`src/deq_pkg.sv`:
```
// Shared action codes, status codes and controller command type for the deque.
package deq_pkg;

  localparam int WORD_W = 32;
  localparam int ACT_W  = 3;
  localparam int STAT_W = 2;

  localparam logic [ACT_W-1:0] ACT_PUSH_HEAD = 3'd0;
  localparam logic [ACT_W-1:0] ACT_PUSH_TAIL = 3'd1;
  localparam logic [ACT_W-1:0] ACT_POP_HEAD  = 3'd2;
  localparam logic [ACT_W-1:0] ACT_POP_TAIL  = 3'd3;
  localparam logic [ACT_W-1:0] ACT_OBSERVE   = 3'd4;

  localparam logic [STAT_W-1:0] ST_OK        = 2'd0;
  localparam logic [STAT_W-1:0] ST_UNDERFLOW = 2'd1;
  localparam logic [STAT_W-1:0] ST_OVERFLOW  = 2'd2;

  localparam logic [WORD_W-1:0] EMPTY_WORD = '1;

  typedef struct packed {
    logic load;
    logic exec;
    logic fetch;
  } deq_cmd_t;

endpackage

```
`src/deq_ram.sv`:
```
// Generic RAM with one write port and two registered read ports.
module deq_ram #(
  parameter int WIDTH = 32,
  parameter int DEPTH = 16
) (
  input  logic                     clk_i,
  input  logic                     we_i,
  input  logic [$clog2(DEPTH)-1:0] waddr_i,
  input  logic [WIDTH-1:0]         wdata_i,
  input  logic                     rea_i,
  input  logic [$clog2(DEPTH)-1:0] raddr_a_i,
  output logic [WIDTH-1:0]         rdata_a_o,
  input  logic                     reb_i,
  input  logic [$clog2(DEPTH)-1:0] raddr_b_i,
  output logic [WIDTH-1:0]         rdata_b_o
);

  logic [WIDTH-1:0] mem_q [DEPTH];
  logic [WIDTH-1:0] rdata_a_q;
  logic [WIDTH-1:0] rdata_b_q;

  always_ff @(posedge clk_i) begin
    if (we_i) begin
      mem_q[waddr_i] <= wdata_i;
    end
    if (rea_i) begin
      rdata_a_q <= mem_q[raddr_a_i];
    end
    if (reb_i) begin
      rdata_b_q <= mem_q[raddr_b_i];
    end
  end

  assign rdata_a_o = rdata_a_q;
  assign rdata_b_o = rdata_b_q;

endmodule

```
`src/deq_ctrl.sv`:
```
// Controller state machine sequencing one request through execute, fetch and report.
module deq_ctrl import deq_pkg::*; (
  input  logic     clk_i,
  input  logic     rst_ni,
  input  logic     start_i,
  output logic     busy_o,
  output logic     done_o,
  output deq_cmd_t cmd_o
);

  localparam logic [1:0] S_IDLE  = 2'd0;
  localparam logic [1:0] S_EXEC  = 2'd1;
  localparam logic [1:0] S_FETCH = 2'd2;
  localparam logic [1:0] S_DONE  = 2'd3;

  logic [1:0] state_q;
  logic [1:0] state_d;
  logic       busy;
  logic       accept;

  assign busy   = (state_q == S_EXEC) || (state_q == S_FETCH);
  assign accept = start_i && !busy;

  always_comb begin
    state_d = state_q;
    case (state_q)
      S_IDLE:  state_d = accept ? S_EXEC : S_IDLE;
      S_EXEC:  state_d = S_FETCH;
      S_FETCH: state_d = S_DONE;
      S_DONE:  state_d = accept ? S_EXEC : S_IDLE;
      default: state_d = S_IDLE;
    endcase
  end

  always_ff @(posedge clk_i or negedge rst_ni) begin
    if (!rst_ni) begin
      state_q <= S_IDLE;
    end else begin
      state_q <= state_d;
    end
  end

  assign busy_o      = busy;
  assign done_o      = (state_q == S_DONE);
  assign cmd_o.load  = accept;
  assign cmd_o.exec  = (state_q == S_EXEC);
  assign cmd_o.fetch = (state_q == S_FETCH);

endmodule

```
`src/deq_dp.sv`:
```
// Datapath: ring pointers, count, ring store and result registers.
module deq_dp import deq_pkg::*; #(
  parameter int DEPTH = 16
) (
  input  logic                       clk_i,
  input  logic                       rst_ni,
  input  deq_cmd_t                   cmd_i,
  input  logic [ACT_W-1:0]           action_i,
  input  logic signed [WORD_W-1:0]   value_i,
  output logic signed [WORD_W-1:0]   popped_value_o,
  output logic [STAT_W-1:0]          status_o,
  output logic signed [WORD_W-1:0]   front_value_o,
  output logic signed [WORD_W-1:0]   back_value_o,
  output logic [$clog2(DEPTH+1)-1:0] item_count_o,
  output logic                       is_empty_o
);

  localparam int IDX_W = $clog2(DEPTH);
  localparam int CNT_W = $clog2(DEPTH + 1);
  localparam logic [IDX_W-1:0] LAST_IDX = IDX_W'(DEPTH - 1);
  localparam logic [CNT_W-1:0] FULL_CNT = CNT_W'(DEPTH);

  function automatic logic [IDX_W-1:0] idx_up(input logic [IDX_W-1:0] x);
    idx_up = (x == LAST_IDX) ? '0 : x + 1'b1;
  endfunction

  function automatic logic [IDX_W-1:0] idx_down(input logic [IDX_W-1:0] x);
    idx_down = (x == '0) ? LAST_IDX : x - 1'b1;
  endfunction

  logic [IDX_W-1:0]  head_q, head_d;
  logic [IDX_W-1:0]  tail_q, tail_d;
  logic [CNT_W-1:0]  count_q, count_d;
  logic [ACT_W-1:0]  action_q;
  logic [WORD_W-1:0] value_q;
  logic [WORD_W-1:0] popped_q, popped_d;
  logic [STAT_W-1:0] status_q, status_d;
  logic              pop_ok_q, pop_ok_d;

  logic              is_push;
  logic              is_pop;
  logic              full;
  logic              empty;
  logic              we;
  logic [IDX_W-1:0]  waddr;
  logic              rea;
  logic              reb;
  logic [IDX_W-1:0]  raddr_a;
  logic [IDX_W-1:0]  raddr_b;
  logic [WORD_W-1:0] rdata_a;
  logic [WORD_W-1:0] rdata_b;

  assign is_push = (action_q == ACT_PUSH_HEAD) || (action_q == ACT_PUSH_TAIL);
  assign is_pop  = (action_q == ACT_POP_HEAD) || (action_q == ACT_POP_TAIL);
  assign full    = (count_q == FULL_CNT);
  assign empty   = (count_q == '0);

  always_comb begin
    head_d   = head_q;
    tail_d   = tail_q;
    count_d  = count_q;
    popped_d = popped_q;
    status_d = status_q;
    pop_ok_d = pop_ok_q;
    we       = 1'b0;
    waddr    = tail_q;
    rea      = 1'b0;
    reb      = 1'b0;
    raddr_a  = head_q;
    raddr_b  = idx_down(tail_q);
    if (cmd_i.exec) begin
      status_d = ST_OK;
      popped_d = '0;
      pop_ok_d = 1'b0;
      if (is_push) begin
        if (full) begin
          status_d = ST_OVERFLOW;
        end else begin
          we      = 1'b1;
          count_d = count_q + 1'b1;
          if (action_q == ACT_PUSH_HEAD) begin
            head_d = idx_down(head_q);
            waddr  = idx_down(head_q);
          end else begin
            waddr  = tail_q;
            tail_d = idx_up(tail_q);
          end
        end
      end else if (is_pop) begin
        if (empty) begin
          status_d = ST_UNDERFLOW;
          popped_d = EMPTY_WORD;
        end else begin
          rea      = 1'b1;
          pop_ok_d = 1'b1;
          count_d  = count_q - 1'b1;
          if (action_q == ACT_POP_HEAD) begin
            raddr_a = head_q;
            head_d  = idx_up(head_q);
          end else begin
            raddr_a = idx_down(tail_q);
            tail_d  = idx_down(tail_q);
          end
        end
      end
    end else if (cmd_i.fetch) begin
      rea = 1'b1;
      reb = 1'b1;
      if (pop_ok_q) begin
        popped_d = rdata_a;
      end
    end
  end

  always_ff @(posedge clk_i or negedge rst_ni) begin
    if (!rst_ni) begin
      head_q  <= '0;
      tail_q  <= '0;
      count_q <= '0;
    end else begin
      head_q  <= head_d;
      tail_q  <= tail_d;
      count_q <= count_d;
    end
  end

  always_ff @(posedge clk_i) begin
    if (cmd_i.load) begin
      action_q <= action_i;
      value_q  <= value_i;
    end
    popped_q <= popped_d;
    status_q <= status_d;
    pop_ok_q <= pop_ok_d;
  end

  deq_ram #(
    .WIDTH(WORD_W),
    .DEPTH(DEPTH)
  ) u_ram (
    .clk_i     (clk_i),
    .we_i      (we),
    .waddr_i   (waddr),
    .wdata_i   (value_q),
    .rea_i     (rea),
    .raddr_a_i (raddr_a),
    .rdata_a_o (rdata_a),
    .reb_i     (reb),
    .raddr_b_i (raddr_b),
    .rdata_b_o (rdata_b)
  );

  assign popped_value_o = popped_q;
  assign status_o       = status_q;
  assign front_value_o  = empty ? EMPTY_WORD : rdata_a;
  assign back_value_o   = empty ? EMPTY_WORD : rdata_b;
  assign item_count_o   = count_q;
  assign is_empty_o     = empty;

endmodule

```
`src/double_ended_queue.sv`:
```
// Top level of the bounded double-ended queue: controller, datapath and checks.
// The result strobe done_o rises once an accepted request has passed through the
// execute and fetch states; a new request may be accepted in the cycle done_o is
// high, but not while busy. The two ring-store read phases (pop word, then front
// and back words) of the registered-read RAM occupy the execute and fetch states.
// Reset clears pointers and count; store contents are undefined until written.
module double_ended_queue import deq_pkg::*; #(
  parameter int DEPTH = 16
) (
  input  logic                       clk_i,
  input  logic                       rst_ni,
  input  logic                       start,
  output logic                       busy,
  input  logic [ACT_W-1:0]           action_i,
  input  logic signed [WORD_W-1:0]   value_i,
  output logic                       done_o,
  output logic signed [WORD_W-1:0]   popped_value_o,
  output logic [STAT_W-1:0]          status_o,
  output logic signed [WORD_W-1:0]   front_value_o,
  output logic signed [WORD_W-1:0]   back_value_o,
  output logic [$clog2(DEPTH+1)-1:0] item_count_o,
  output logic                       is_empty_o
);

  localparam int CNT_W = $clog2(DEPTH + 1);

  deq_cmd_t cmd;

  deq_ctrl u_ctrl (
    .clk_i   (clk_i),
    .rst_ni  (rst_ni),
    .start_i (start),
    .busy_o  (busy),
    .done_o  (done_o),
    .cmd_o   (cmd)
  );

  deq_dp #(
    .DEPTH(DEPTH)
  ) u_dp (
    .clk_i          (clk_i),
    .rst_ni         (rst_ni),
    .cmd_i          (cmd),
    .action_i       (action_i),
    .value_i        (value_i),
    .popped_value_o (popped_value_o),
    .status_o       (status_o),
    .front_value_o  (front_value_o),
    .back_value_o   (back_value_o),
    .item_count_o   (item_count_o),
    .is_empty_o     (is_empty_o)
  );

  assert property (@(posedge clk_i) disable iff (!rst_ni)
    (start && !busy) |=> busy)
    else $error("accepted request did not raise busy");

  assert property (@(posedge clk_i) disable iff (!rst_ni)
    (start && !busy) |-> ##3 done_o)
    else $error("result strobe missing three cycles after request");

  assert property (@(posedge clk_i) disable iff (!rst_ni)
    item_count_o <= CNT_W'(DEPTH))
    else $error("item count exceeds depth");

  assert property (@(posedge clk_i) disable iff (!rst_ni)
    (done_o && status_o == ST_UNDERFLOW) |-> is_empty_o)
    else $error("underflow reported on non-empty queue");

endmodule
```
`config.mk`:
```
export PLATFORM = sky130hd
export DESIGN_NAME = double_ended_queue
export DESIGN_NICKNAME = d
export VERILOG_FILES = /design/src/deq_pkg.sv /design/src/deq_ram.sv /design/src/deq_ctrl.sv /design/src/deq_dp.sv /design/src/double_ended_queue.sv
export SDC_FILE = /design/constraint.sdc
export NUM_CORES = 1
export LEC_CHECK = 0
export ABC_AREA = 1
export CORE_MARGIN = 1.5
export CORE_UTILIZATION = 45
export CTS_BUF_LIST = sky130_fd_sc_hd__clkbuf_4
export DETAILED_ROUTE_END_ITERATION = 10
export DONT_BUFFER_PORTS = 1
export PLACE_DENSITY = 0.61
export SLEW_MARGIN = 20
export SYNTH_ARGS = -nofsm -noshare
export SYNTH_HDL_FRONTEND = slang
export SYNTH_SLANG_ARGS = --single-unit
```
`constraint.sdc`:
```
create_clock -name clk_i -period 4.9 [get_ports clk_i]
set_input_delay 0.49 -clock clk_i [delete_from_list [all_inputs] [get_ports clk_i]]
set_output_delay 0.49 -clock clk_i [all_outputs]
set_load 0.05 [all_outputs]
```
==> results.txt <==
----------------------------------------------------
[Status]
  Run status ... finished, final reports clean

[Critical path]
  Worst Path Max Fanout ... 19
  Largest stage delay, worst path ... 710 ps
  WP data arrival ... 3630 ps
  Slowest cell on the critical path ... sky130_fd_sc_hd__inv_2
  Number of buffers and inverters on the critical path ... 2
  Endpoint class of the critical path ... primary output
  Kind of launch point of the worst setup path ... register
  Gate family responsible for the most delay along the worst path ... buffers and inverters
  Required time of the worst setup path ... 4410 ps
  Ordered cell list for the critical path ... nor2_1 -> nand3_1 -> inv_2 -> buf_4 -> or2_2
  Worst setup path category ... register to primary output

[Yosys]
  Area fraction in and, or, nand and nor cells after synthesis ... 20.7%
  Share of the yosys chip area belonging to registers ... 60.5%
  Dominant combinational cell family by area after synthesis ... simple AND/OR/NAND/NOR gates
  Gate count of the mapped netlist ... 3417
  Post-synthesis share of cell area spent on xor and xnor gates ... 0.241%
  Adder-cell share of the synthesized area ... 0.482%
  Complex-gate fraction of the synthesized area ... 8.96%
  Mux cell area share after synthesis ... 0%
  Cell area after technology mapping ... 32700 µm²
  Dominant cell type by area after synthesis ... sky130_fd_sc_hd__edfxtp_1
  Synthesized net count ... 3467
  Proportion of netlist area held by the largest area contributor ... 59.3%
  Yosys Warn Count ... 0
  Syn Area/Cell ... 9.57 µm²
  Biggest area contributors in the synthesized netlist ... sky130_fd_sc_hd__edfxtp_1 (59%), sky130_fd_sc_hd__nand3_1 (11%), sky130_fd_sc_hd__nand2_1 (6.5%)
  Number of distinct library cell variants in the gate-level netlist after synthesis ... 32
  Seq cells post-synth ... 661

[STA]
  Pins over their slew limit ... 0
  Tcrit/Tclk final ... 84.0%
  Worst Clk Skew ... 60.2 ps
  RSZ-0062 raised after global routing ... false
  Worst-case headroom to the max-slew limit ... 20.4%
  Slew @ Worst Pin ... 1190 ps
  Number of hold violations in the final report ... 0
  Min cycle time layout ... 4120 ps
  Final setup violation count ... 0
  Maximum operating frequency ... 243 MHz
  Setup TNS ... 0 ps

[CTS]
  CTS tree ... built
  Number of buffers between clock root and the deepest sink ... 3
  Number of CTS-inserted buffers ... 173
  Clock-pin slew reported for the worst setup and hold paths after clock tree synthesis ... 70 ps
  Quantity of hold-fixing buffers added after cts ... 42
  Post-CTS Resized ... 0
  Root Buffer Master ... sky130_fd_sc_hd__clkbuf_4
  H-Tree Depth ... 4
  Total clock sinks ... 661
  # Post-CTS Setup Buffers ... 0
  Worst-skew pair later-pin latency ... 1040 ps

[Final layout]
  Layout cell share with drive strength beyond 1 ... 11.2%
  Fill cell count ... 6482
  Final cell area excluding filler cells ... 36400 µm²
  Area Overhead vs Synth ... 11.5%
  Net count, final ... 3502

[Drt]
  Pre-Repair DR Iteration Count ... 5
  Number of DRC violations after detailed-routing iteration 0 ... 3261
  Count of antenna-violating nets left after detailed routing ... 0
  Mean routed wirelength per cell ... 22.7 µm
  Via count ... 26500
  Per-cell via count in the routed design ... 5.85
  Post-detailed-route DRC marker count ... 0
  Routed Wire Length ... 103000 µm

[GRT]
  First-pass GRT wire length ... 152000 µm
  All-layer global routing usage ... 27.4%
  Largest net degree at the start of global routing ... 235
  Number of global-route vias before repair ... 25700
  Residual overflow from global routing ... 0
  Number of antenna violations at the first check in global routing ... 3

[Floorplan]
  Overall die width ... 273 µm
  Y dimension of the die ... 273 µm
  Top-Level Pins ... 144
  Placeable Area ... 71700 µm²
  Site row count ... 98
  Initial Utilization ... 45.6%
  DIE AREA ... 74300 µm²

[Placement]
  Final GP Congestion ... 0.855
  Post-DP HPWL ... 55500 µm
  Area after detailed placement ... 33700 µm²
  Buffers on Ports ... 0

[Pwr]
  Maximum VDD drop ... 931 µV
  Fraction of power spent switching nets ... 49.3%
  Total power per unit cell area ... 743 nW/µm²
  Relative contribution of sequential cells to total power ... 33.4%
  Leak Pwr ... 14.8 nW
  Clock power frac ... 18.8%
  Combinational share of power ... 47.8%
  Sw power ... 0.0134 W
  Cell internal pwr ... 0.0137 W

[Min path]
  Hold crit path type ... input port to register

[Flow run]
  Number of max-capacitance violations reported ... 0

----------------------------------------------------
final timing paths:
check                      slack (ps)  cells past startpoint                                from                                 to
hold reg to reg                   640                      2  u_dp.u_ram.rdata_a_o[27]$_DFFE_PP_  u_dp.popped_value_o[27]$_DFFE_PP_
min in group asynchronous         520                      2                              rst_ni   u_dp.item_count_o[4]$_DFFE_PN0P_
hold / removal                    100                      1                          value_i[1]          u_dp.value_q[1]$_DFFE_PP_
setup / recovery                  780                      5    u_dp.item_count_o[3]$_DFFE_PN0P_                    back_value_o[9]
max in group asynchronous        3840                      2                              rst_ni   u_dp.item_count_o[1]$_DFFE_PN0P_
setup reg to reg                  980                      9    u_dp.item_count_o[3]$_DFFE_PN0P_  u_dp.u_ram.mem_q[15][8]$_DFFE_PP_
registers in the layout (all words and copies together) (netlist names):
register,flops
u_ctrl.state_q,2
u_dp.action_q,3
u_dp.head_q,4
u_dp.item_count_o,5
u_dp.pop_ok_q,1
u_dp.popped_value_o,32
u_dp.status_o,2
u_dp.tail_q,4
u_dp.u_ram.mem_q,512
u_dp.u_ram.rdata_a_o,32
u_dp.u_ram.rdata_b_o,32
u_dp.value_q,32
through the flow:
| stage | utilization, % | setup WS [ps] | cells | hold WS (ps) | total power, W |
|---|---|---|---|---|---|
| after detailed placement | 47.0 | 1020 | 4185 | 195 | 0.0218 |
| final | 50.8 | 783 | 4531 | 97.8 | 0.0271 |
| after global placement | 47.0 | 1050 | 4185 | 195 | 0.0216 |
| after CTS | 50.8 | 665 | 4530 | 1.25 | 0.0269 |
| after floorplan | - | 427 | 3417 | 194 | 0.0177 |
| after global routing | 50.8 | 544 | 4531 | 31.1 | 0.0285 |
cell usage in the layout (no fill, tap or decap), types with 2 or more instances in the layout:
cell type	n
sky130_fd_sc_hd__dlygate4sd3_1	42
sky130_fd_sc_hd__or2_2	32
sky130_fd_sc_hd__nand2_4	2
sky130_fd_sc_hd__bufinv_16	9
sky130_fd_sc_hd__inv_2	11
sky130_fd_sc_hd__buf_12	16
sky130_fd_sc_hd__inv_6	2
sky130_fd_sc_hd__nand4_1	2
sky130_fd_sc_hd__inv_1	505
sky130_fd_sc_hd__ha_2	2
sky130_fd_sc_hd__edfxtp_1	646
sky130_fd_sc_hd__xnor2_1	2
sky130_fd_sc_hd__o22ai_1	11
sky130_fd_sc_hd__o211ai_1	126
sky130_fd_sc_hd__nor2_4	12
sky130_fd_sc_hd__nor3_1	2
sky130_fd_sc_hd__xor2_1	6
sky130_fd_sc_hd__a21oi_1	114
sky130_fd_sc_hd__nand3b_1	64
sky130_fd_sc_hd__clkinv_1	36
sky130_fd_sc_hd__o21ai_4	6
sky130_fd_sc_hd__nor2_1	46
sky130_fd_sc_hd__ha_1	9
sky130_fd_sc_hd__o21ai_0	242
sky130_fd_sc_hd__nand3_1	731
sky130_fd_sc_hd__nor3_2	5
sky130_fd_sc_hd__buf_4	44
sky130_fd_sc_hd__clkinv_2	12
sky130_fd_sc_hd__nor2_2	2
sky130_fd_sc_hd__o21a_1	11
sky130_fd_sc_hd__nand2_1	564
sky130_fd_sc_hd__clkinv_4	3
sky130_fd_sc_hd__dfrtp_1	15
sky130_fd_sc_hd__clkbuf_4	239
power by group through the flow:
stage               sequential [W]  combinational [W]  clock [W]
finish                     0.00905             0.0129    0.00509
global route               0.00912             0.0139    0.00546
CTS                        0.00902             0.0127    0.00519
detailed placement         0.00914             0.0126          0
global placement           0.00911             0.0125          0
floorplan                  0.00874            0.00899          0
metal layers:
metal	part of all wire, %	up-vias	global-route usage (%)
met5	0.013	-	0
met3	12	286	6.69
li1	-	11900	-
met2	45	1710	43.3
met4	3.5	2	12.9
met1	39	12600	35.6
cells in the mapped netlist (all sizes together):
cell type and instances:
o221ai 1, dfrtp 15, o211ai 126, or2 32, a21oi 114, nand4 2
clkbuf 114, o21a 11, xor2 6, o22ai 11, nand2 568, o21ai 249
nor3 7, edfxtp 646, nand3 732, nand3b 64, fa 1, inv 514
a31oi 1, buf 128, nor2 60, clkinv 1, xnor2 3, ha 11
worst reg2reg max path, delay by kind of cell, from the launching register on:
kind / cells / cell delay, ps
flip-flops: 1 / 680
AO/OA/AOI/OAI: 1 / 440
buffers and inverters: 2 / 550
AND/OR/NAND/NOR: 6 / 1900
cell type report:
type	instances	area, µm²	share of cell area [%]
Antenna cell	1	2.50	0.00687
Sequential cell	661	19800	54.3
Multi-Input combinational cell	1999	10200	27.9
Tap cell	950	1190	3.26
Inverter	515	1940	5.32
Clock inverter	64	515	1.41
Clock buffer	239	1790	4.92
Timing Repair Buffer	102	1070	2.94
kinds of logic (layout without fill, tap and decap cells):
group,Yosys count,after routing
compound gates,513,513
xor+xnor,9,9
fa+ha+maj,12,12
buf+inv,757,920
flops,661,661
other cells,0,1
simple gates,1465,1465
(Power assumes the default switching activity.)
